<file path="src/rtl/sdph_pkg.sv">
// Shared types and constants for the SMS-DELIVER header parser.
package sdph_pkg;

  // Widths of internal sums and of the kept byte count.
  localparam int SUM_W = 11;
  localparam int LEN_W = 10;

  localparam int QUEUE_DEPTH = 2;

  // First octet fields.
  localparam int   UDHI_BIT = 6;
  localparam logic [7:0] MTI_MASK = 8'h03;
  localparam logic [7:0] MTI_DELIVER = 8'h00;

  // Data coding scheme fields.
  localparam logic [7:0] DCS_CLASS_FLAG = 8'h10;
  localparam logic [7:0] DCS_ALPHA_MASK = 8'h0c;
  localparam logic [7:0] DCS_ALPHA_UCS2 = 8'h08;
  localparam logic [7:0] DCS_ALPHA_8BIT = 8'h04;
  localparam logic [3:0] DCS_GRP_GSM_A = 4'hc;
  localparam logic [3:0] DCS_GRP_GSM_B = 4'hd;
  localparam logic [3:0] DCS_GRP_UCS2 = 4'he;
  localparam logic [3:0] DCS_GRP_DATA = 4'hf;
  localparam logic [3:0] DCS_GRP_GENERAL_LAST = 4'h3;
  localparam logic [2:0] CLASS_NONE = 3'd4;

  // Concatenation information element identifiers and minimum lengths.
  localparam logic [7:0] IEI_CONCAT8 = 8'h00;
  localparam logic [7:0] IEI_CONCAT16 = 8'h08;
  localparam logic [7:0] CONCAT8_LEN = 8'd3;
  localparam logic [7:0] CONCAT16_LEN = 8'd4;
  localparam logic [7:0] ELEM_KEEP = 8'd4;

  // Fixed header octets outside the SMSC and sender digits, and offsets from the first octet.
  localparam logic [SUM_W-1:0] HDR_FIXED = 11'd14;
  localparam logic [SUM_W-1:0] OFS_TYPE = 11'd2;
  localparam logic [SUM_W-1:0] OFS_DCS = 11'd4;
  localparam logic [SUM_W-1:0] OFS_UDL = 11'd12;
  localparam logic [SUM_W-1:0] OFS_UD = 11'd13;
  localparam logic [8:0] TEXT_OFFSET_MAX = 9'd511;

  // Division by seven of values below 512: q = (x * 293) >> 11.
  localparam logic [8:0] SEPTET = 9'd7;
  localparam logic [8:0] RECIP7 = 9'd293;
  localparam int RECIP7_SHIFT = 11;

  typedef enum logic [1:0] {
    ST_OK          = 2'd0,
    ST_SHORT       = 2'd1,
    ST_NOT_DELIVER = 2'd2
  } status_t;

  typedef enum logic [1:0] {
    ENC_UNKNOWN = 2'd0,
    ENC_GSM7    = 2'd1,
    ENC_8BIT    = 2'd2,
    ENC_UCS2    = 2'd3
  } enc_t;

  typedef enum logic [1:0] {
    WALK_ID   = 2'd0,
    WALK_LEN  = 2'd1,
    WALK_DATA = 2'd2,
    WALK_DONE = 2'd3
  } walk_phase_t;

  // Everything the back end needs from one PDU.
  typedef struct packed {
    logic [LEN_W-1:0] len;
    logic [7:0]       smsc;
    logic [7:0]       first;
    logic [7:0]       digits;
    logic [7:0]       addr_type;
    logic [7:0]       coding;
    logic [7:0]       udl;
    logic [7:0]       hdr_len;
    logic [31:0]      concat;
  } rec_t;

  typedef struct packed {
    logic [1:0]  status;
    logic [7:0]  coding_byte;
    logic [1:0]  encoding;
    logic [2:0]  class_code;
    logic [7:0]  sender_digit_count;
    logic [7:0]  sender_type_plan;
    logic [15:0] part_reference;
    logic [7:0]  part_total;
    logic [7:0]  part_sequence;
    logic [8:0]  text_offset;
    logic [7:0]  text_length;
    logic [2:0]  fill_bits;
  } res_t;

endpackage

</file>
<file path="src/rtl/sms_deliver_pdu_header_parser.sv">
// Throughput: one byte per cycle while the queue has space; the front end takes the first
// byte of the next PDU while the previous summary is still in the queue, the back end or
// the result register. Each summary passes a two-entry queue and two back-end stages
// after the last beat of its PDU is accepted, one PDU per cycle while results are taken.
// Reset: synchronous rst clears the byte count, the header walk and all valid flags.
module sms_deliver_pdu_header_parser
  import sdph_pkg::*;
#(
  parameter int MAX_PDU_BYTES = 256
) (
  input  logic        clk,
  input  logic        rst,
  input  logic        pdu_valid,
  output logic        pdu_ready,
  input  logic [7:0]  pdu_byte,
  input  logic        last_byte,
  output logic        result_valid,
  input  logic        result_ready,
  output logic [1:0]  status,
  output logic [7:0]  coding_byte,
  output logic [1:0]  encoding,
  output logic [2:0]  class_code,
  output logic [7:0]  sender_digit_count,
  output logic [7:0]  sender_type_plan,
  output logic [15:0] part_reference,
  output logic [7:0]  part_total,
  output logic [7:0]  part_sequence,
  output logic [8:0]  text_offset,
  output logic [7:0]  text_length,
  output logic [2:0]  fill_bits
);

  logic space;
  logic avail;
  logic push;
  logic pop;
  rec_t wr_rec;
  rec_t rd_rec;
  res_t res;

  sdph_front #(
    .MAX_PDU_BYTES(MAX_PDU_BYTES)
  ) u_front (
    .clk      (clk),
    .rst      (rst),
    .pdu_valid(pdu_valid),
    .pdu_byte (pdu_byte),
    .last_byte(last_byte),
    .space    (space),
    .pdu_ready(pdu_ready),
    .push     (push),
    .rec      (wr_rec)
  );

  sdph_fifo u_fifo (
    .clk    (clk),
    .rst    (rst),
    .push   (push),
    .wr_data(wr_rec),
    .pop    (pop),
    .space  (space),
    .avail  (avail),
    .rd_data(rd_rec)
  );

  sdph_back u_back (
    .clk      (clk),
    .rst      (rst),
    .avail    (avail),
    .rec      (rd_rec),
    .pop      (pop),
    .res_valid(result_valid),
    .res_ready(result_ready),
    .res      (res)
  );

  assign status             = res.status;
  assign coding_byte        = res.coding_byte;
  assign encoding           = res.encoding;
  assign class_code         = res.class_code;
  assign sender_digit_count = res.sender_digit_count;
  assign sender_type_plan   = res.sender_type_plan;
  assign part_reference     = res.part_reference;
  assign part_total         = res.part_total;
  assign part_sequence      = res.part_sequence;
  assign text_offset        = res.text_offset;
  assign text_length        = res.text_length;
  assign fill_bits          = res.fill_bits;

endmodule

</file>
<file path="src/rtl/sdph_front.sv">
// Byte front end: locates header fields and walks the user data header.
module sdph_front
  import sdph_pkg::*;
#(
  parameter int MAX_PDU_BYTES = 256
) (
  input  logic       clk,
  input  logic       rst,
  input  logic       pdu_valid,
  input  logic [7:0] pdu_byte,
  input  logic       last_byte,
  input  logic       space,
  output logic       pdu_ready,
  output logic       push,
  output rec_t       rec
);

  localparam int POS_W = $clog2(MAX_PDU_BYTES + 1);

  logic [POS_W-1:0] pos, pos_next;
  logic [7:0]       smsc, smsc_next;
  logic [7:0]       first, first_next;
  logic [7:0]       digits, digits_next;
  logic [7:0]       addr_type, addr_type_next;
  logic [7:0]       coding, coding_next;
  logic [7:0]       udl, udl_next;
  logic [7:0]       hdr_len, hdr_len_next;
  logic [7:0]       cursor, cursor_next;
  logic [7:0]       elem_id, elem_id_next;
  logic [7:0]       elem_len, elem_len_next;
  logic [31:0]      elem_bytes, elem_bytes_next;
  logic [31:0]      concat, concat_next;
  logic [SUM_W-1:0] walk_next, walk_next_next;
  walk_phase_t      phase, phase_next;

  logic             accept;
  logic             cap;
  logic             finish;
  logic             ok8, ok16;
  logic [SUM_W-1:0] p, ms, nn, uoff, r;
  logic [15:0]      f_ref;
  logic [7:0]       f_tot, f_seq;

  assign pdu_ready = space;
  assign accept    = pdu_valid && pdu_ready;
  assign push      = accept && last_byte;

  always_comb begin
    pos_next        = pos;
    smsc_next       = smsc;
    first_next      = first;
    digits_next     = digits;
    addr_type_next  = addr_type;
    coding_next     = coding;
    udl_next        = udl;
    hdr_len_next    = hdr_len;
    cursor_next     = cursor;
    elem_id_next    = elem_id;
    elem_len_next   = elem_len;
    elem_bytes_next = elem_bytes;
    concat_next     = concat;
    walk_next_next  = walk_next;
    phase_next      = phase;
    finish          = 1'b0;
    ok8             = 1'b0;
    ok16            = 1'b0;
    f_ref           = '0;
    f_tot           = '0;
    f_seq           = '0;

    cap  = pos < POS_W'(MAX_PDU_BYTES);
    p    = SUM_W'(pos);
    ms   = SUM_W'(smsc) + SUM_W'(1);
    nn   = SUM_W'((9'(digits) + 9'd1) >> 1);
    uoff = ms + OFS_UD + nn;
    r    = p - uoff;

    // Every later field position is at least one past the one that sets it,
    // so the registered values are the ones that locate this byte.
    if (cap) begin
      pos_next = pos + POS_W'(1);
      if (p == '0) smsc_next = pdu_byte;
      if (p == ms) first_next = pdu_byte;
      if (p == ms + SUM_W'(1)) digits_next = pdu_byte;
      if (p == ms + OFS_TYPE) addr_type_next = pdu_byte;
      if (p == ms + OFS_DCS + nn) coding_next = pdu_byte;
      if (p == ms + OFS_UDL + nn) udl_next = pdu_byte;

      if (first[UDHI_BIT] && p >= uoff) begin
        if (r == '0) begin
          hdr_len_next   = pdu_byte;
          walk_next_next = SUM_W'(1);
          phase_next     = WALK_ID;
        end else begin
          case (phase)
            WALK_ID: begin
              if (r == walk_next) begin
                if (r < SUM_W'(hdr_len) + SUM_W'(1)) begin
                  elem_id_next = pdu_byte;
                  phase_next   = WALK_LEN;
                end else begin
                  phase_next = WALK_DONE;
                end
              end
            end
            WALK_LEN: begin
              elem_len_next   = pdu_byte;
              cursor_next     = '0;
              elem_bytes_next = '0;
              phase_next      = WALK_DATA;
              finish          = (pdu_byte == 8'd0);
            end
            WALK_DATA: begin
              if (cursor < ELEM_KEEP) begin
                elem_bytes_next[{cursor[1:0], 3'b000} +: 8] =
                  elem_bytes[{cursor[1:0], 3'b000} +: 8] | pdu_byte;
              end
              cursor_next = cursor + 8'd1;
              finish      = (cursor_next >= elem_len);
            end
            default: begin
            end
          endcase
        end
      end
    end

    if (finish) begin
      ok8  = (elem_id == IEI_CONCAT8) && (elem_len_next >= CONCAT8_LEN) &&
             (cursor_next >= CONCAT8_LEN);
      ok16 = (elem_id == IEI_CONCAT16) && (elem_len_next >= CONCAT16_LEN) &&
             (cursor_next >= CONCAT16_LEN);
      if (ok8) begin
        f_ref = {8'd0, elem_bytes_next[7:0]};
        f_tot = elem_bytes_next[15:8];
        f_seq = elem_bytes_next[23:16];
      end else begin
        f_ref = {elem_bytes_next[7:0], elem_bytes_next[15:8]};
        f_tot = elem_bytes_next[23:16];
        f_seq = elem_bytes_next[31:24];
      end
      // Entries with a zero or out-of-range part number are skipped.
      if ((ok8 || ok16) && f_seq != 8'd0 && f_seq <= f_tot) begin
        concat_next = {f_ref, f_tot, f_seq};
      end
      walk_next_next = r + SUM_W'(1);
      phase_next     = WALK_ID;
    end
  end

  always_comb begin
    rec.len       = LEN_W'(pos_next);
    rec.smsc      = smsc_next;
    rec.first     = first_next;
    rec.digits    = digits_next;
    rec.addr_type = addr_type_next;
    rec.coding    = coding_next;
    rec.udl       = udl_next;
    rec.hdr_len   = hdr_len_next;
    rec.concat    = concat_next;
  end

  always_ff @(posedge clk) begin
    if (rst || push) begin
      pos        <= '0;
      smsc       <= '0;
      first      <= '0;
      digits     <= '0;
      addr_type  <= '0;
      coding     <= '0;
      udl        <= '0;
      hdr_len    <= '0;
      cursor     <= '0;
      elem_id    <= '0;
      elem_len   <= '0;
      elem_bytes <= '0;
      concat     <= '0;
      walk_next  <= SUM_W'(1);
      phase      <= WALK_ID;
    end else if (accept) begin
      pos        <= pos_next;
      smsc       <= smsc_next;
      first      <= first_next;
      digits     <= digits_next;
      addr_type  <= addr_type_next;
      coding     <= coding_next;
      udl        <= udl_next;
      hdr_len    <= hdr_len_next;
      cursor     <= cursor_next;
      elem_id    <= elem_id_next;
      elem_len   <= elem_len_next;
      elem_bytes <= elem_bytes_next;
      concat     <= concat_next;
      walk_next  <= walk_next_next;
      phase      <= phase_next;
    end
  end

`ifndef SYNTHESIS
  a_pos_bound: assert property (@(posedge clk) disable iff (rst)
    pos <= POS_W'(MAX_PDU_BYTES))
    else $error("byte count ran past the PDU limit");
  a_clear_after_last: assert property (@(posedge clk) disable iff (rst)
    push |=> (pos == '0) && (concat == '0) && (phase == WALK_ID))
    else $error("front end not cleared after the last beat");
`endif

endmodule

</file>
<file path="src/rtl/sdph_fifo.sv">
// Short queue of per-PDU records between the front and back ends.
module sdph_fifo
  import sdph_pkg::*;
(
  input  logic clk,
  input  logic rst,
  input  logic push,
  input  rec_t wr_data,
  input  logic pop,
  output logic space,
  output logic avail,
  output rec_t rd_data
);

  localparam int PTR_W = $clog2(QUEUE_DEPTH);

  rec_t             entries [QUEUE_DEPTH];
  logic [PTR_W-1:0] wr_ptr;
  logic [PTR_W-1:0] rd_ptr;
  logic [PTR_W:0]   count;

  assign space   = count != (PTR_W + 1)'(QUEUE_DEPTH);
  assign avail   = count != '0;
  assign rd_data = entries[rd_ptr];

  always_ff @(posedge clk) begin
    if (push) begin
      entries[wr_ptr] <= wr_data;
    end
  end

  always_ff @(posedge clk) begin
    if (rst) begin
      wr_ptr <= '0;
      rd_ptr <= '0;
      count  <= '0;
    end else begin
      if (push) wr_ptr <= wr_ptr + PTR_W'(1);
      if (pop) rd_ptr <= rd_ptr + PTR_W'(1);
      if (push && !pop) begin
        count <= count + (PTR_W + 1)'(1);
      end else if (pop && !push) begin
        count <= count - (PTR_W + 1)'(1);
      end
    end
  end

`ifndef SYNTHESIS
  a_no_overflow: assert property (@(posedge clk) disable iff (rst)
    push |-> space)
    else $error("record pushed into a full queue");
  a_no_underflow: assert property (@(posedge clk) disable iff (rst)
    pop |-> avail)
    else $error("record popped from an empty queue");
`endif

endmodule

</file>
<file path="src/rtl/sdph_back.sv">
// Back end: length checks, coding map and text placement, then the result register.
module sdph_back
  import sdph_pkg::*;
(
  input  logic clk,
  input  logic rst,
  input  logic avail,
  input  rec_t rec,
  output logic pop,
  output logic res_valid,
  input  logic res_ready,
  output res_t res
);

  typedef struct packed {
    logic [LEN_W-1:0] len;
    logic [7:0]       first;
    logic [7:0]       digits;
    logic [7:0]       addr_type;
    logic [7:0]       coding;
    logic [7:0]       udl;
    logic [8:0]       udhl;
    logic [6:0]       q7;
    enc_t             enc;
    logic [9:0]       base;
    logic [8:0]       need;
    logic [31:0]      concat;
  } stage_t;

  function automatic enc_t map_encoding(input logic [7:0] dcs);
    enc_t e;
    e = ENC_GSM7;
    if (dcs[7:4] <= DCS_GRP_GENERAL_LAST) begin
      if ((dcs & DCS_ALPHA_MASK) == DCS_ALPHA_UCS2) e = ENC_UCS2;
      else if ((dcs & DCS_ALPHA_MASK) == DCS_ALPHA_8BIT) e = ENC_8BIT;
    end else if (dcs[7:4] == DCS_GRP_GSM_A || dcs[7:4] == DCS_GRP_GSM_B) begin
      e = ENC_GSM7;
    end else if (dcs[7:4] == DCS_GRP_UCS2) begin
      e = ENC_UCS2;
    end else if (dcs[7:4] == DCS_GRP_DATA) begin
      e = ((dcs & DCS_ALPHA_8BIT) != 8'd0) ? ENC_8BIT : ENC_GSM7;
    end
    return e;
  endfunction

  stage_t s1, s1_next;
  logic   s1_valid;
  logic   s1_ready;
  logic   load_out;
  res_t   res_next;

  logic [8:0]  n9;
  logic [11:0] udl1, udl7;
  logic [17:0] prod7;

  logic [8:0]  sevenq;
  logic [2:0]  rem7;
  logic [2:0]  fill;
  logic [9:0]  sub;
  logic [9:0]  off10;
  logic [7:0]  tl;
  logic [SUM_W-1:0] total;
  logic        udhi;
  status_t     st;

  assign load_out = s1_valid && (!res_valid || res_ready);
  assign s1_ready = !s1_valid || load_out;
  assign pop      = avail && s1_ready;

  // First stage: coding map, minimum length and the divide by seven.
  always_comb begin
    n9    = (9'(rec.digits) + 9'd1) >> 1;
    udl1  = 12'(rec.udl) + 12'd1;
    udl7  = (udl1 << 3) - udl1;
    s1_next.len       = rec.len;
    s1_next.first     = rec.first;
    s1_next.digits    = rec.digits;
    s1_next.addr_type = rec.addr_type;
    s1_next.coding    = rec.coding;
    s1_next.udl       = rec.udl;
    s1_next.udhl      = 9'(rec.hdr_len) + 9'd1;
    prod7             = 18'(s1_next.udhl) * 18'(RECIP7);
    s1_next.q7        = prod7[RECIP7_SHIFT +: 7];
    s1_next.enc       = map_encoding(rec.coding);
    s1_next.base      = 10'(rec.smsc) + 10'(n9) + 10'(HDR_FIXED);
    s1_next.need      = (s1_next.enc == ENC_GSM7) ? udl7[11:3] : 9'(rec.udl);
    s1_next.concat    = rec.concat;
  end

  // Second stage: checks, header septet padding and text placement.
  always_comb begin
    udhi   = s1.first[UDHI_BIT];
    sevenq = (9'(s1.q7) << 3) - 9'(s1.q7);
    rem7   = 3'(s1.udhl - sevenq);
    fill   = (rem7 == 3'd0) ? 3'd0 : 3'(SEPTET) - rem7;
    if (s1.enc == ENC_GSM7) begin
      // Header bits plus padding, in septets: udhl + ceil(udhl / 7).
      sub = 10'(s1.udhl) + 10'(s1.q7) + 10'(rem7 != 3'd0);
    end else begin
      sub = 10'(s1.udhl);
    end
    if (!udhi) tl = s1.udl;
    else if (10'(s1.udl) > sub) tl = 8'(10'(s1.udl) - sub);
    else tl = 8'd0;
    off10 = s1.base + (udhi ? 10'(s1.udhl) : 10'd0);
    total = SUM_W'(s1.base) + SUM_W'(s1.need);

    if (SUM_W'(s1.len) < total) st = ST_SHORT;
    else if ((s1.first & MTI_MASK) != MTI_DELIVER) st = ST_NOT_DELIVER;
    else st = ST_OK;

    res_next = '0;
    res_next.status = st;
    if (st == ST_OK) begin
      res_next.coding_byte        = s1.coding;
      res_next.encoding           = s1.enc;
      res_next.class_code         = ((s1.coding & DCS_CLASS_FLAG) != 8'd0) ?
                                    {1'b0, s1.coding[1:0]} : CLASS_NONE;
      res_next.sender_digit_count = s1.digits;
      res_next.sender_type_plan   = s1.addr_type;
      if (udhi) begin
        res_next.part_reference = s1.concat[31:16];
        res_next.part_total     = s1.concat[15:8];
        res_next.part_sequence  = s1.concat[7:0];
      end
      res_next.text_offset = (off10 > 10'(TEXT_OFFSET_MAX)) ?
                             TEXT_OFFSET_MAX : off10[8:0];
      res_next.text_length = tl;
      res_next.fill_bits   = (udhi && s1.enc == ENC_GSM7) ? fill : 3'd0;
    end
  end

  always_ff @(posedge clk) begin
    if (rst) begin
      s1_valid  <= 1'b0;
      res_valid <= 1'b0;
    end else begin
      if (s1_ready) s1_valid <= avail;
      if (load_out) res_valid <= 1'b1;
      else if (res_ready) res_valid <= 1'b0;
    end
  end

  always_ff @(posedge clk) begin
    if (pop) s1 <= s1_next;
    if (load_out) res <= res_next;
  end

`ifndef SYNTHESIS
  a_error_clean: assert property (@(posedge clk) disable iff (rst)
    (res_valid && res.status != ST_OK) |->
      (res.coding_byte == 8'd0 && res.text_offset == 9'd0 &&
       res.part_total == 8'd0 && res.text_length == 8'd0))
    else $error("error result carries field data");
  a_fill_range: assert property (@(posedge clk) disable iff (rst)
    res_valid |-> (res.fill_bits <= 3'd6 && res.class_code <= CLASS_NONE))
    else $error("fill or class out of range");
`endif

endmodule

</file>
<file path="config.mk">
export PLATFORM = sky130hd
export DESIGN_NAME = sms_deliver_pdu_header_parser
export DESIGN_NICKNAME = d
export VERILOG_FILES = /design/src/rtl/sdph_pkg.sv /design/src/rtl/sms_deliver_pdu_header_parser.sv /design/src/rtl/sdph_front.sv /design/src/rtl/sdph_fifo.sv /design/src/rtl/sdph_back.sv
export SDC_FILE = /design/constraint.sdc
export NUM_CORES = 1
export LEC_CHECK = 0
export BUFFER_PORTS_ARGS = -buffer_cell sky130_fd_sc_hd__buf_2
export CAP_MARGIN = 30
export CELL_PAD_IN_SITES_DETAIL_PLACEMENT = 0
export CELL_PAD_IN_SITES_GLOBAL_PLACEMENT = 1
export CORE_MARGIN = 3
export CORE_UTILIZATION = 47
export CTS_BUF_LIST = sky130_fd_sc_hd__clkbuf_4 sky130_fd_sc_hd__clkbuf_8 sky130_fd_sc_hd__clkbuf_16
export CTS_CLUSTER_DIAMETER = 50
export DETAILED_ROUTE_END_ITERATION = 8
export GPL_ROUTABILITY_DRIVEN = 0
export PLACE_DENSITY = 0.82
export REMOVE_ABC_BUFFERS = 1
export SYNTH_ARGS = -nofsm -noshare
export SYNTH_HDL_FRONTEND = slang
export SYNTH_HIERARCHICAL = 1
export SYNTH_SLANG_ARGS = --single-unit
</file>
<file path="constraint.sdc">
create_clock -name clk -period 10.78 [get_ports clk]
set_input_delay 0.539 -clock clk [delete_from_list [all_inputs] [get_ports clk]]
set_output_delay 0.539 -clock clk [all_outputs]
set_load 0.01 [all_outputs]
</file>
# After elaboration in Yosys (flattened, before gate mapping)
# Memories as Yosys holds them, arrays and structs flattened. A register that Yosys moved wholly into a read port is not among the register bits.
# Cells that the tools add are included.
# classes
div	0
n_lt_le_gt_ge	14
n_shift	3
muxes	76
bitwise_logic	4
n_eq_ne	19
multipliers	1
addsub	34
n_reduce_logical	46
# op_table
operator	n
$mux W8	29
$mux W32	6
$pmux W32 S2	1
$eq A9 B11 Y1	5
$add A8 B1 Y9 const B	6
$mux W11	4
$mux W2	17
$add A11 B10 Y11	3
$bwmux W32	1
$shift A8 B7 Y32 const A	1
$shiftx A32 B6 Y8	1
$shiftx A8 B7 Y32	1
$mux W9	3
$add A11 B1 Y11 const B	2
$add A11 B4 Y11 const B	2
$mul A9 B9 Y18 const B	1
$eq A4 B4 Y1 const B	4
$ge A8 B2 Y1 const B	2
$ge A8 B3 Y1 const B	2
$logic_not A8 Y1	2
$mux W16	1
$pmux W8 S2	1
$reduce_bool A8 Y1	2
$logic_and A1 B1 Y1	14
57 further kinds	86
# totals
inputBits	13
register_bits	373
n_memories	1
romBits	0
ram_bits	194
latch_bits	0
wordCells	244
# mem_list
name	depth	width	rd	rd_clocked_by_memory_dff	write_ports	line	rtl
u_fifo.entries	2	97	1	1	1	sdph_fifo.sv:17	rec_t entries [QUEUE_DEPTH];

# Logic depth before layout (Yosys ltp)
# Gate-level depths: netlist (run 1).
# depth
word_depth	18
ltp_mapped	38
mapped_depth_nobuf	35

# Modules after synthesis
# Netlist (run 1), hierarchy kept.
# by_module_without_submodules
mod	area_each_um2	instances	cells_each
sdph_front	12010.3	1	1402
sdph_back	10664.0	1	835
sdph_fifo	7352.1	1	327

# Worst setup path before layout (run 1)
# Ideal clock, no wire load.
# synth_timing
path_type	input to register
from	input result_ready
to	register u_fifo.count[1]
n_path_buf	0
arrival_ns	10.374
stages	6
path_slack_ns	0.337
setup_ns	0.070
path_cell_list	nor2b_1 > a21boi_0 > inv_1 > ha_1 > or3_1 > a21oi_1
# synth_between
elab_chain_cells	7
# synth_lines
item	line	rtl
start: declaration	sms_deliver_pdu_header_parser.sv:18	input logic result_ready,
$logic_or A1 B1 Y1 *	sdph_back.sv:66	assign load_out = s1_valid && (!res_valid || res_ready);
$logic_and A1 B1 Y1 *	sdph_back.sv:66	
$logic_or A1 B1 Y1 *	sdph_back.sv:67	assign s1_ready = !s1_valid || load_out;
$logic_and A1 B1 Y1 *	sdph_back.sv:68	assign pop = avail && s1_ready;
via pop	sms_deliver_pdu_header_parser.sv:36	logic pop;
$logic_not A1 Y1	sdph_fifo.sv:40	if (push && !pop) begin
$logic_and A1 B1 Y1	sdph_fifo.sv:40	
$mux W2 / $reduce_bool A2 Y1 (equally long branches)	--	
end signal: assignment	sdph_fifo.sv:41	count <= count + (PTR_W + 1)'(1);
end signal: assignment	sdph_fifo.sv:43	count <= count - (PTR_W + 1)'(1);
end: declaration	sdph_fifo.sv:20	logic [PTR_W:0] count;
# The timed path passes the listed nets; every way through them passes the cells marked *.
# A chain may end at the register's enable or synchronous reset.

# Final worst setup path (run 1)
# layout_timing
from	register u_front.smsc[0]
to	register u_front.concat[18]
# layout_between
elab_chain_cells	18
# layout_lines
item	line	rtl
start: declaration	sdph_front.sv:21	logic [7:0] smsc, smsc_next;
start signal: assignment	sdph_front.sv:182	smsc <= smsc_next;
$add A8 B1 Y9 *	sdph_front.sv:73	ms = SUM_W'(smsc) + SUM_W'(1);
$add A11 B4 Y11 *	sdph_front.sv:75	uoff = ms + OFS_UD + nn;
$add A11 B10 Y11 *	sdph_front.sv:75	
branches (longest 14 deep; another with $sub A9 B11 Y11)	--	
$mux W32 *	sdph_front.sv:128	if (finish) begin
end signal: assignment	sdph_front.sv:193	concat <= concat_next;
end: declaration	sdph_front.sv:32	logic [31:0] concat, concat_next;
# Mark *: on every way between the ends. The select of a mux whose other input is x is not followed.

==> flow_summary_export.csv, run 1 <==
group,metric,value,unit
outcome,status,"finished clean",
die,fp.dieW,256,um
die,die_area,65700,sq um
grt,grt_pass1_wl,104000,um
hold_path,hp-class,"primary input to flip-flop",
clocking,post-cts-setup-buffers,0,
route,antenna_left,0,
sta,hold_violations,0,
clocking,clkSinkCount,551,
die,row_count,91,
sta,skew,49.3,ps
clocking,ctsResizeCount,0,
route,vias,19600,
hold_path,min_path_cells,2,
placement,dp_slack,2540,ps
route,routedWlPerCell,18.9,um
placement,dp_hpwl,44800,um
setup_path,crit_path_end_kind,"flip-flop",
clocking,cts_buffers,59,
sta,finalSetupTns,0,ps
sta,drv_slew,0,
route,wl_met1,29500,um
setup_path,worstPathRequired,11350,ps
synthesis,syn_area,29400,sq um
sta,setup_viol,0,
setup_path,reg2reg_to,"u_front/concat[18]",
power_and_ir_drop,internal_power,5.52,mW
route,drc,0,
setup_path,rr_worst_depth,31,
clocking,cts_buffer_depth,3,
die,pin_count,98,
clocking,cts_max_level,2,
clocking,worstSkewPairLatency,640,ps
power_and_ir_drop,leakagePower,12.8,nW
setup_path,r2r_slack,2290,ps
route,first_iter_violations,1653,
power_and_ir_drop,p_total,8.58,mW
sta,rsz0062_at_grt,"false",
route,met2_length,29700,um
setup_path,cp_slowest_stage_delay,710,ps
finish,area_growth,11.1,%
route,routed-wl-met3,4350,um
job,drv_cap,0,
grt,grt_remaining_overflow,0,
finish,final_net_count,2791,
sta,finalCriticalPeriod,8490,ps
setup_path,critPathMostFrequentCell,"ha_1",
synthesis,synth_area_per_cell,11.7,sq um
grt,grt_max_degree,82,
setup_path,path_class,"flip-flop to flip-flop",
clocking,path_clk_slew,70,ps
finish,fillers,5262,
clocking,clockRootBuffer,"clkbuf_16",
power_and_ir_drop,powerDensity,262,nW/um^2
setup_path,r2r-start,"u_front/smsc[0]",
sta,final.setup.worst_slack,2290,ps
setup_path,cp.arrival,9060,ps
clocking,tritoncts,"yes",
route,vias_per_cell,5.65,
synthesis,yosys_warnings,6,
hold_path,hold_start,"rst",
sta,worst-slew-pin-transition,1030,ps
route,highest_layer,"met4",
die,initial_utilization,47.6,%
sta,fin_crit_sh,78.8,%
setup_path,crit_path_max_fanout,12,
grt,grtUsageTotal,19.4,%
route,routed_wl,65500,um
sta,fmax,118,MHz
grt,grt_antenna_before_repair,2,
grt,grt_pass1_vias,19200,
synthesis,syn_inst,2524,
route,drtPass1Iterations,5,
setup_path,crit_path_start_kind,"flip-flop",
sta,max_slew_margin,30.1,%
placement,port_buffers,97,
power_and_ir_drop,pwr-share-clk,24.6,%
power_and_ir_drop,p_sw_share,35.7,%
clocking,ctsHoldBuffers,0,
power_and_ir_drop,irDropWorstVdd,0.232,mV
power_and_ir_drop,power.switching,3.06,mW
die,die_y,256,um
power_and_ir_drop,p_comb_share,40.0,%
finish,utilization,52.9,%
power_and_ir_drop,power.share.sequential,35.4,%
die,core_area,61800,sq um
finish,layout-drive-gt1-share,17.2,%
setup_path,critical-path-slowest-cell,"a2111oi_4",
-- layout make-up --
type | instances | area (sq um) | area share [%]
diodes | 1 | 2.50 | 0.00765
clock buffers | 74 | 1600 | 4.90
clock inverters | 38 | 477 | 1.46
inverters | 121 | 454 | 1.39
multi-input cells | 1724 | 13600 | 41.5
flip-flops and latches | 551 | 14900 | 45.5
well taps | 837 | 1050 | 3.20
repair buffers | 124 | 686 | 2.10
-- worst max-delay path: cells and delay by family, from the launching register on --
family                   cells  cell delay (ps)
adder cells (fa/ha/maj)      5             1730
AND/OR/NAND/NOR             11             2600
flip-flops                   1              560
multiplexers                 1              240
XOR/XNOR                     2              680
buffers and inverters        3              570
AO/OA/AOI/OAI                9             2040
-- placed cells by master, fill, tap and decap left out, types with 18 or more instances in the layout --
cell       instances
dfxtp_1          167
clkbuf_16         59
buf_2             98
nand2b_1          39
ha_1             181
o21ai_0           52
a22o_1            18
nand3_1           58
nor4_1            19
edfxtp_1         383
buf_4             26
a21o_1            29
a21oi_1           94
mux2_2           139
a211oi_1          18
and2_1            40
inv_1            121
mux2_1            23
xnor2_1           91
and3_1            50
a22oi_1           62
nand4_1           21
xor2_1            66
nor2b_1           28
nand2_1           78
o21a_1            35
nor2_1           220
nor3_1            53
mux2i_1           64
-- registers in the layout, indices dropped and copies added (netlist names), 9 cells and up, named ones only --
signal	cells
u_fifo/entries	186
u_back/s1	114
u_back/res	83
u_front/concat	32
u_front/elem_bytes	32
u_front/walk_next	11
u_front/pos	9
-- power groups by stage --
stage	Clock [mW]	Sequential [mW]	Combinational, mW
6_report	2.11	3.04	3.43
5_1_grt	2.24	3.08	3.86
4_1_cts	2.15	3.04	3.45
3_5_place_dp	0	3.08	3.40
3_3_place_gp	0	3.07	3.31
2_1_floorplan	0	3.14	2.57
-- metrics by stage --
step	cells	hold WS, ps	cell area [sq um]
after floorplan	2396	427	28800
after global placement	3355	441	30600
after detailed placement	3357	443	30600
after CTS	3469	143	32700
after global routing	3470	161	32700
final	3470	176	32700
-- worst max-delay path by stage --
stage / start / to / slack (ps) / cells after the start
3_5_place_dp: u_front/smsc[0] / u_front/concat[18] / 2540 / 31
5_1_grt: u_front/smsc[0] / u_front/concat[18] / 1600 / 35
2_1_floorplan: result_ready / u_fifo/count[1] / 340 / 6
3_3_place_gp: u_front/smsc[0] / u_front/concat[20] / 2690 / 31
6_report: u_front/smsc[0] / u_front/concat[18] / 2290 / 31
4_1_cts: u_front/smsc[0] / u_front/concat[18] / 2430 / 35
-- layer usage --
metal  vias up  GRT usage (%)
li1       9370              -
met1      9546           26.3
met2       562           31.2
met3       128           3.96
met4         0           6.65
met5         -              0
(Power assumes the default switching activity.)
==> inputs of run 2 (changes only) <==
--- a/config.mk
+++ b/config.mk
@@ -5,17 +5,18 @@
 export SDC_FILE = /design/constraint.sdc
 export NUM_CORES = 1
 export LEC_CHECK = 0
+export ABC_AREA = 1
 export BUFFER_PORTS_ARGS = -buffer_cell sky130_fd_sc_hd__buf_2
 export CAP_MARGIN = 30
 export CELL_PAD_IN_SITES_DETAIL_PLACEMENT = 0
 export CELL_PAD_IN_SITES_GLOBAL_PLACEMENT = 1
 export CORE_MARGIN = 3
-export CORE_UTILIZATION = 47
+export CORE_UTILIZATION = 45
 export CTS_BUF_LIST = sky130_fd_sc_hd__clkbuf_4 sky130_fd_sc_hd__clkbuf_8 sky130_fd_sc_hd__clkbuf_16
 export CTS_CLUSTER_DIAMETER = 50
 export DETAILED_ROUTE_END_ITERATION = 8
 export GPL_ROUTABILITY_DRIVEN = 0
-export PLACE_DENSITY = 0.82
+export PLACE_DENSITY = 0.83
 export REMOVE_ABC_BUFFERS = 1
 export SYNTH_ARGS = -nofsm -noshare
 export SYNTH_HDL_FRONTEND = slang
==> constraint.sdc (replaced) <==
create_clock -name clk -period 7.3 [get_ports clk]
set_input_delay 0.365 -clock clk [delete_from_list [all_inputs] [get_ports clk]]
set_output_delay 0.365 -clock clk [all_outputs]
set_load 0.01 [all_outputs]
==> flow_summary_export.csv, run 2 <==
group,metric,value,unit
outcome,status,"finished clean",
power_and_ir_drop,powerDensity,455,nW/um^2
route,drtPass1Iterations,5,
finish,seq_area,14900,sq um
clocking,cts_buffer_depth,3,
setup_path,rr_worst_depth,46,
placement,dp_hpwl,51400,um
sta,worst-slew-pin-transition,1040,ps
die,row_count,96,
clocking,tritoncts,"yes",
die,core_area,68800,sq um
setup_path,r2r_slack,420,ps
job,drv_cap,0,
clocking,clkSinkCount,551,
grt,grt_antenna_before_repair,0,
route,antenna_left,0,
setup_path,reg2reg_to,"u_fifo/entries[1][10]",
finish,multiInputGateArea,14100,sq um
finish,largest_reg_flops,186,
finish,num_antenna_cells,0,
finish,final_common_cell,"nand2_1",
setup_path,path_class,"flip-flop to flip-flop",
finish,area_growth,14.1,%
finish,regMostFlops,"u_fifo/entries",
grt,grtUsageTotal,20.0,%
route,routedWlPerCell,16.2,um
sta,drv_slew,0,
placement,port_buffers,97,
sta,finalSetupTns,0,ps
sta,hold_violations,0,
finish,reg.largest.list,"u_fifo/entries: 186 flops, u_back/s1: 114 flops, u_back/res: 83 flops",
route,vias,23200,
sta,finalCriticalPeriod,6880,ps
die,die_area,73000,sq um
finish,instances_no_fill,4574,
route,first_iter_violations,1684,
clocking,clockRootBuffer,"clkbuf_16",
sta,fmax,145,MHz
sta,setup_viol,0,
synthesis,synth_area_per_cell,9.10,sq um
die,initial_utilization,45.6,%
route,met2_length,33600,um
synthesis,syn_area,31400,sq um
route,vias_per_cell,5.08,
die,pin_count,98,
sta,fin_crit_sh,94.3,%
placement,placed_cells,4414,
hold_path,hp-class,"primary input to flip-flop",
clocking,path_clk_slew,60,ps
route,routed_wl,74000,um
clocking,worstSkewPairLatency,610,ps
route,routed-wl-met3,3710,um
setup_path,cp.arrival,7230,ps
finish,layout-drive-gt1-share,15.9,%
setup_path,worstPathRequired,7650,ps
setup_path,setup.worst_path.end,"u_fifo/entries[1][10]",
grt,grt_max_degree,81,
finish,fillers,6298,
synthesis,yosys_warnings,6,
grt,grt_pass1_vias,22000,
finish,final_cell_mix,"nand2_1 (570), inv_1 (539), edfxtp_1 (383), nor2_1 (271), o21ai_0 (221)",
finish,final_net_count,3792,
route,drc,0,
die,fp.dieW,270,um
setup_path,critical-path-slowest-cell,"dfxtp_4",
placement,dp_slack,-56.6,ps
grt,grt_pass1_wl,118000,um
route,wl_met1,35200,um
hold_path,hold_start,"result_ready",
sta,skew,20.8,ps
setup_path,critPathLaunch,"u_front/smsc[1]",
clocking,cts_max_level,3,
setup_path,crit_path_end_kind,"flip-flop",
die,die_y,270,um
clocking,cts_buffers,74,
power_and_ir_drop,irDropWorstVdd,0.242,mV
route,highest_layer,"met4",
synthesis,syn_inst,3449,
grt,grt_remaining_overflow,0,
setup_path,r2r-start,"u_front/smsc[1]",
setup_path,crit_path_max_fanout,10,
setup_path,cp_slowest_stage_delay,380,ps
sta,max_slew_margin,29.8,%
setup_path,crit_path_start_kind,"flip-flop",
power_and_ir_drop,leakagePower,16.1,nW
sta,holdWs,76.4,ps
setup_path,critPathMostFrequentCell,"nand2_1",
sta,final.setup.worst_slack,418,ps
## run 2: cell count changes in the layout (fill, tap and decap cells not counted), sizes merged, moves of 100 or more
cell,delta
nand3,+123
o21ai,+177
nor2,+100
nand2,+554
a21oi,+124
inv,+445
## run 2: cell type report
cell class                 instances  area share [%]
clock buffer                      90            5.57
clock inverter                    47            1.52
inverter                         552            5.81
multi-input combinational       2235            39.3
sequential                       551            41.5
tap                              931            3.25
timing repair buffer             168            3.02
## run 2: through the flow
| step | util, % | power, mW | area, sq um |
|---|---|---|---|
| 3_3_place_gp | 47.7 | 12.5 | 32800 |
| 6_report | 52.1 | 16.3 | 35800 |
| 5_1_grt | 52.1 | 17.7 | 35800 |
| 2_1_floorplan | - | 10.6 | 30800 |
| 4_1_cts | 51.5 | 16.3 | 35400 |
| 3_5_place_dp | 47.7 | 12.6 | 32900 |
## run 2: repair_timing
action / 4_1_cts / 5_1_grt
buffers inserted: 0 / 19
endpoints found under the hold margin: 2 / 0
resized for setup: 2 / 55
hold buffers: 1 / 0
cloned: 1 / 2
setup endpoints to repair: 96 / 96
pin swaps: 0 / 13
## run 2: how the worst min path moves through the flow
stage                                  to  slack (ps)  cells after the start
global placement     u_front/walk_next[1]         470                      2
CTS                      u_back/res_valid          40                      4
finish                   u_back/res_valid          80                      4
global route             u_back/res_valid          80                      4
floorplan                u_back/res_valid         430                      1
detailed placement  u_front/walk_next[10]         480                      2
## run 2: per-layer routing
| layer | GRT usage (%) | up-vias |
|---|---|---|
| li1 | - | 11800 |
| met1 | 28.3 | 10900 |
| met2 | 32.1 | 509 |
| met3 | 2.70 | 91 |
| met4 | 5.71 | 0 |
| met5 | 0 | - |
## run 2: worst max-delay path: cells and delay by family, from the launching register on
kind	cells	cell delay, ps
DFF	1	380
xor gates and xnor gates	2	320
adders and majority gates	5	1400
and+or+nand+nor	24	2630
AOI/OAI and AO/OA	8	990
buffers and inverters	7	850
## run 2: power by group
part | leakage, nW | internal (mW) | switching, mW
logic | 9.80 | 2.87 | 4.94
registers | 5.03 | 4.42 | 0.399
clock network | 1.25 | 2.25 | 1.43
==> inputs of run 3 (changes only) <==
--- a/config.mk
+++ b/config.mk
@@ -16,7 +16,7 @@
 export CTS_CLUSTER_DIAMETER = 50
 export DETAILED_ROUTE_END_ITERATION = 8
 export GPL_ROUTABILITY_DRIVEN = 0
-export PLACE_DENSITY = 0.83
+export PLACE_DENSITY_LB_ADDON = 0.2
 export REMOVE_ABC_BUFFERS = 1
 export SYNTH_ARGS = -nofsm -noshare
 export SYNTH_HDL_FRONTEND = slang
==> flow_summary_export.csv, run 3 (synthesis results as in run 2) <==
group,metric,value,unit
sta,hold_violations,0,
route,vias_per_cell,5.18,
placement,dp_hpwl,54500,um
route,vias,23700,
clocking,worstSkewPairLatency,610,ps
clocking,cts_buffers,75,
sta,holdWs,66.1,ps
setup_path,crit_path_start_kind,"flip-flop",
finish,finalInstanceArea,35900,sq um
finish,area_growth,14.2,%
grt,grt_pass1_vias,22900,
job,drv_cap,0,
finish,final_net_count,3788,
finish,regMostFlops,"u_fifo/entries",
sta,fin_crit_sh,95.1,%
clocking,path_clk_slew,60,ps
placement,dp_slack,-249,ps
sta,worst-slew-pin-transition,1310,ps
hold_path,hp-class,"primary input to flip-flop",
setup_path,worstPathRequired,7660,ps
grt,grt_max_degree,93,
grt,grt_pass1_wl,124000,um
route,routedWlPerCell,17.3,um
setup_path,cp.arrival,7300,ps
sta,final.setup.worst_slack,360,ps
finish,largest_reg_flops,186,
setup_path,critPathMostFrequentCell,"nand2_1",
power_and_ir_drop,leakagePower,16.1,nW
finish,utilization,52.1,%
clocking,clkSinkCount,551,
route,drc,0,
die,core_area,68800,sq um
finish,reg.largest.list,"u_fifo/entries: 186 flops, u_back/s1: 114 flops, u_back/res: 83 flops",
die,initial_utilization,45.6,%
sta,finalCriticalPeriod,6940,ps
die,row_count,96,
setup_path,cp_slowest_stage_delay,360,ps
sta,setup_viol,0,
route,first_iter_violations,1731,
sta,fmax,144,MHz
grt,grtUsageTotal,21.1,%
die,die_y,270,um
grt,grt_antenna_before_repair,0,
route,antenna_left,0,
sta,skew,23.3,ps
outcome,status,"finished clean",
die,fp.dieW,270,um
die,die_area,73000,sq um
power_and_ir_drop,powerDensity,457,nW/um^2
clocking,clockRootBuffer,"clkbuf_16",
power_and_ir_drop,irDropWorstVdd,0.219,mV
finish,final_common_cell,"nand2_1",
setup_path,crit_path_end_kind,"flip-flop",
route,routed_wl,78900,um
setup_path,crit_path_max_fanout,8,
setup_path,critical-path-slowest-cell,"dfxtp_1",
sta,drv_slew,0,
clocking,tritoncts,"yes",
grt,grt_remaining_overflow,0,
clocking,cts_max_level,3,
setup_path,path_class,"flip-flop to flip-flop",
clocking,cts_buffer_depth,3,
die,pin_count,98,
placement,placed_area,32800,sq um
route,drtPass1Iterations,6,
sta,max_slew_margin,12.2,%
finish,final_cell_mix,"nand2_1 (571), inv_1 (539), edfxtp_1 (383), nor2_1 (271), o21ai_0 (220)",
finish,layout-drive-gt1-share,16.1,%
power_and_ir_drop,p_total,16.4,mW
placement,port_buffers,97,
finish,num_antenna_cells,0,
## run 3: cell types whose count changed in the layout (fill, tap and decap cells not counted), moves of 2 or more
cell       delta
buf_16        +2
buf_4         -8
buf_6         -3
bufinv_16     -4
clkbuf_4      -3
clkbuf_8      +5
clkinv_2      +2
clkinv_4      +2
dfxtp_1       -2
dfxtp_2       +2
inv_6         -4
inv_8         +4
nand3_1       -5
nand3_2       +6
## run 3: worst paths after layout
path,start,to,slack (ps),depth (start not counted)
setup reg to reg,u_front/digits[0],u_fifo/entries[0][7],360,45
setup / recovery,u_front/digits[0],u_fifo/entries[0][7],360,45
hold reg to reg,u_front/walk_next[6],u_front/walk_next[6],480,2
hold / removal,result_ready,u_back/res_valid,70,4
## run 3: repair_timing
| action | 4_1_cts | 5_1_grt |
|---|---|---|
| hold buffers | 1 | 0 |
| gates cloned | 1 | 7 |
| pin swaps | 2 | 18 |
| setup buffers | 3 | 10 |
| setup endpoints to repair | 96 | 96 |
| hold endpoints to repair | 4 | 0 |
| gates resized for setup | 5 | 60 |
## run 3: final cells by class
| type | count | area [sq um] |
|---|---|---|
| tap | 931 | 1160 |
| clock buffer | 93 | 2070 |
| multi-input combinational | 2240 | 14200 |
| sequential | 551 | 14900 |
| fill | 6263 | 33000 |
| clock inverter | 46 | 447 |
| inverter | 552 | 2080 |
| timing repair buffer | 158 | 1030 |
## run 3: per-layer routing
layer,GRT usage [%],routed length [um],up-vias
met2,33.9,35600,577
met4,6.02,1660,0
met1,30.0,37600,11200
met3,2.92,4130,123
met5,0,0,-
li1,-,-,11800
## run 3: where the power goes
part           total (mW)  switching [mW]  internal (mW)  leakage (nW)
clock network        3.62            1.45           2.17          1.24
logic                7.93            5.07           2.86          9.79
registers            4.84           0.416           4.43          5.03
## run 3: worst max-delay path: cells and delay by family, from the launching register on
| family | cells | cell delay (ps) |
|---|---|---|
| AO/OA/AOI/OAI | 11 | 1420 |
| flip-flops | 1 | 360 |
| buffers and inverters | 10 | 1040 |
| adder cells (fa/ha/maj) | 5 | 1460 |
| AND/OR/NAND/NOR | 17 | 1940 |
| XOR/XNOR | 2 | 420 |
## run 3: stage by stage
stage	cells	TNS [ps]
after floorplan	3336	-294030
after detailed placement	4410	-18450
final	4571	0
after CTS	4554	0
after global routing	4571	-2030
after global placement	4407	0
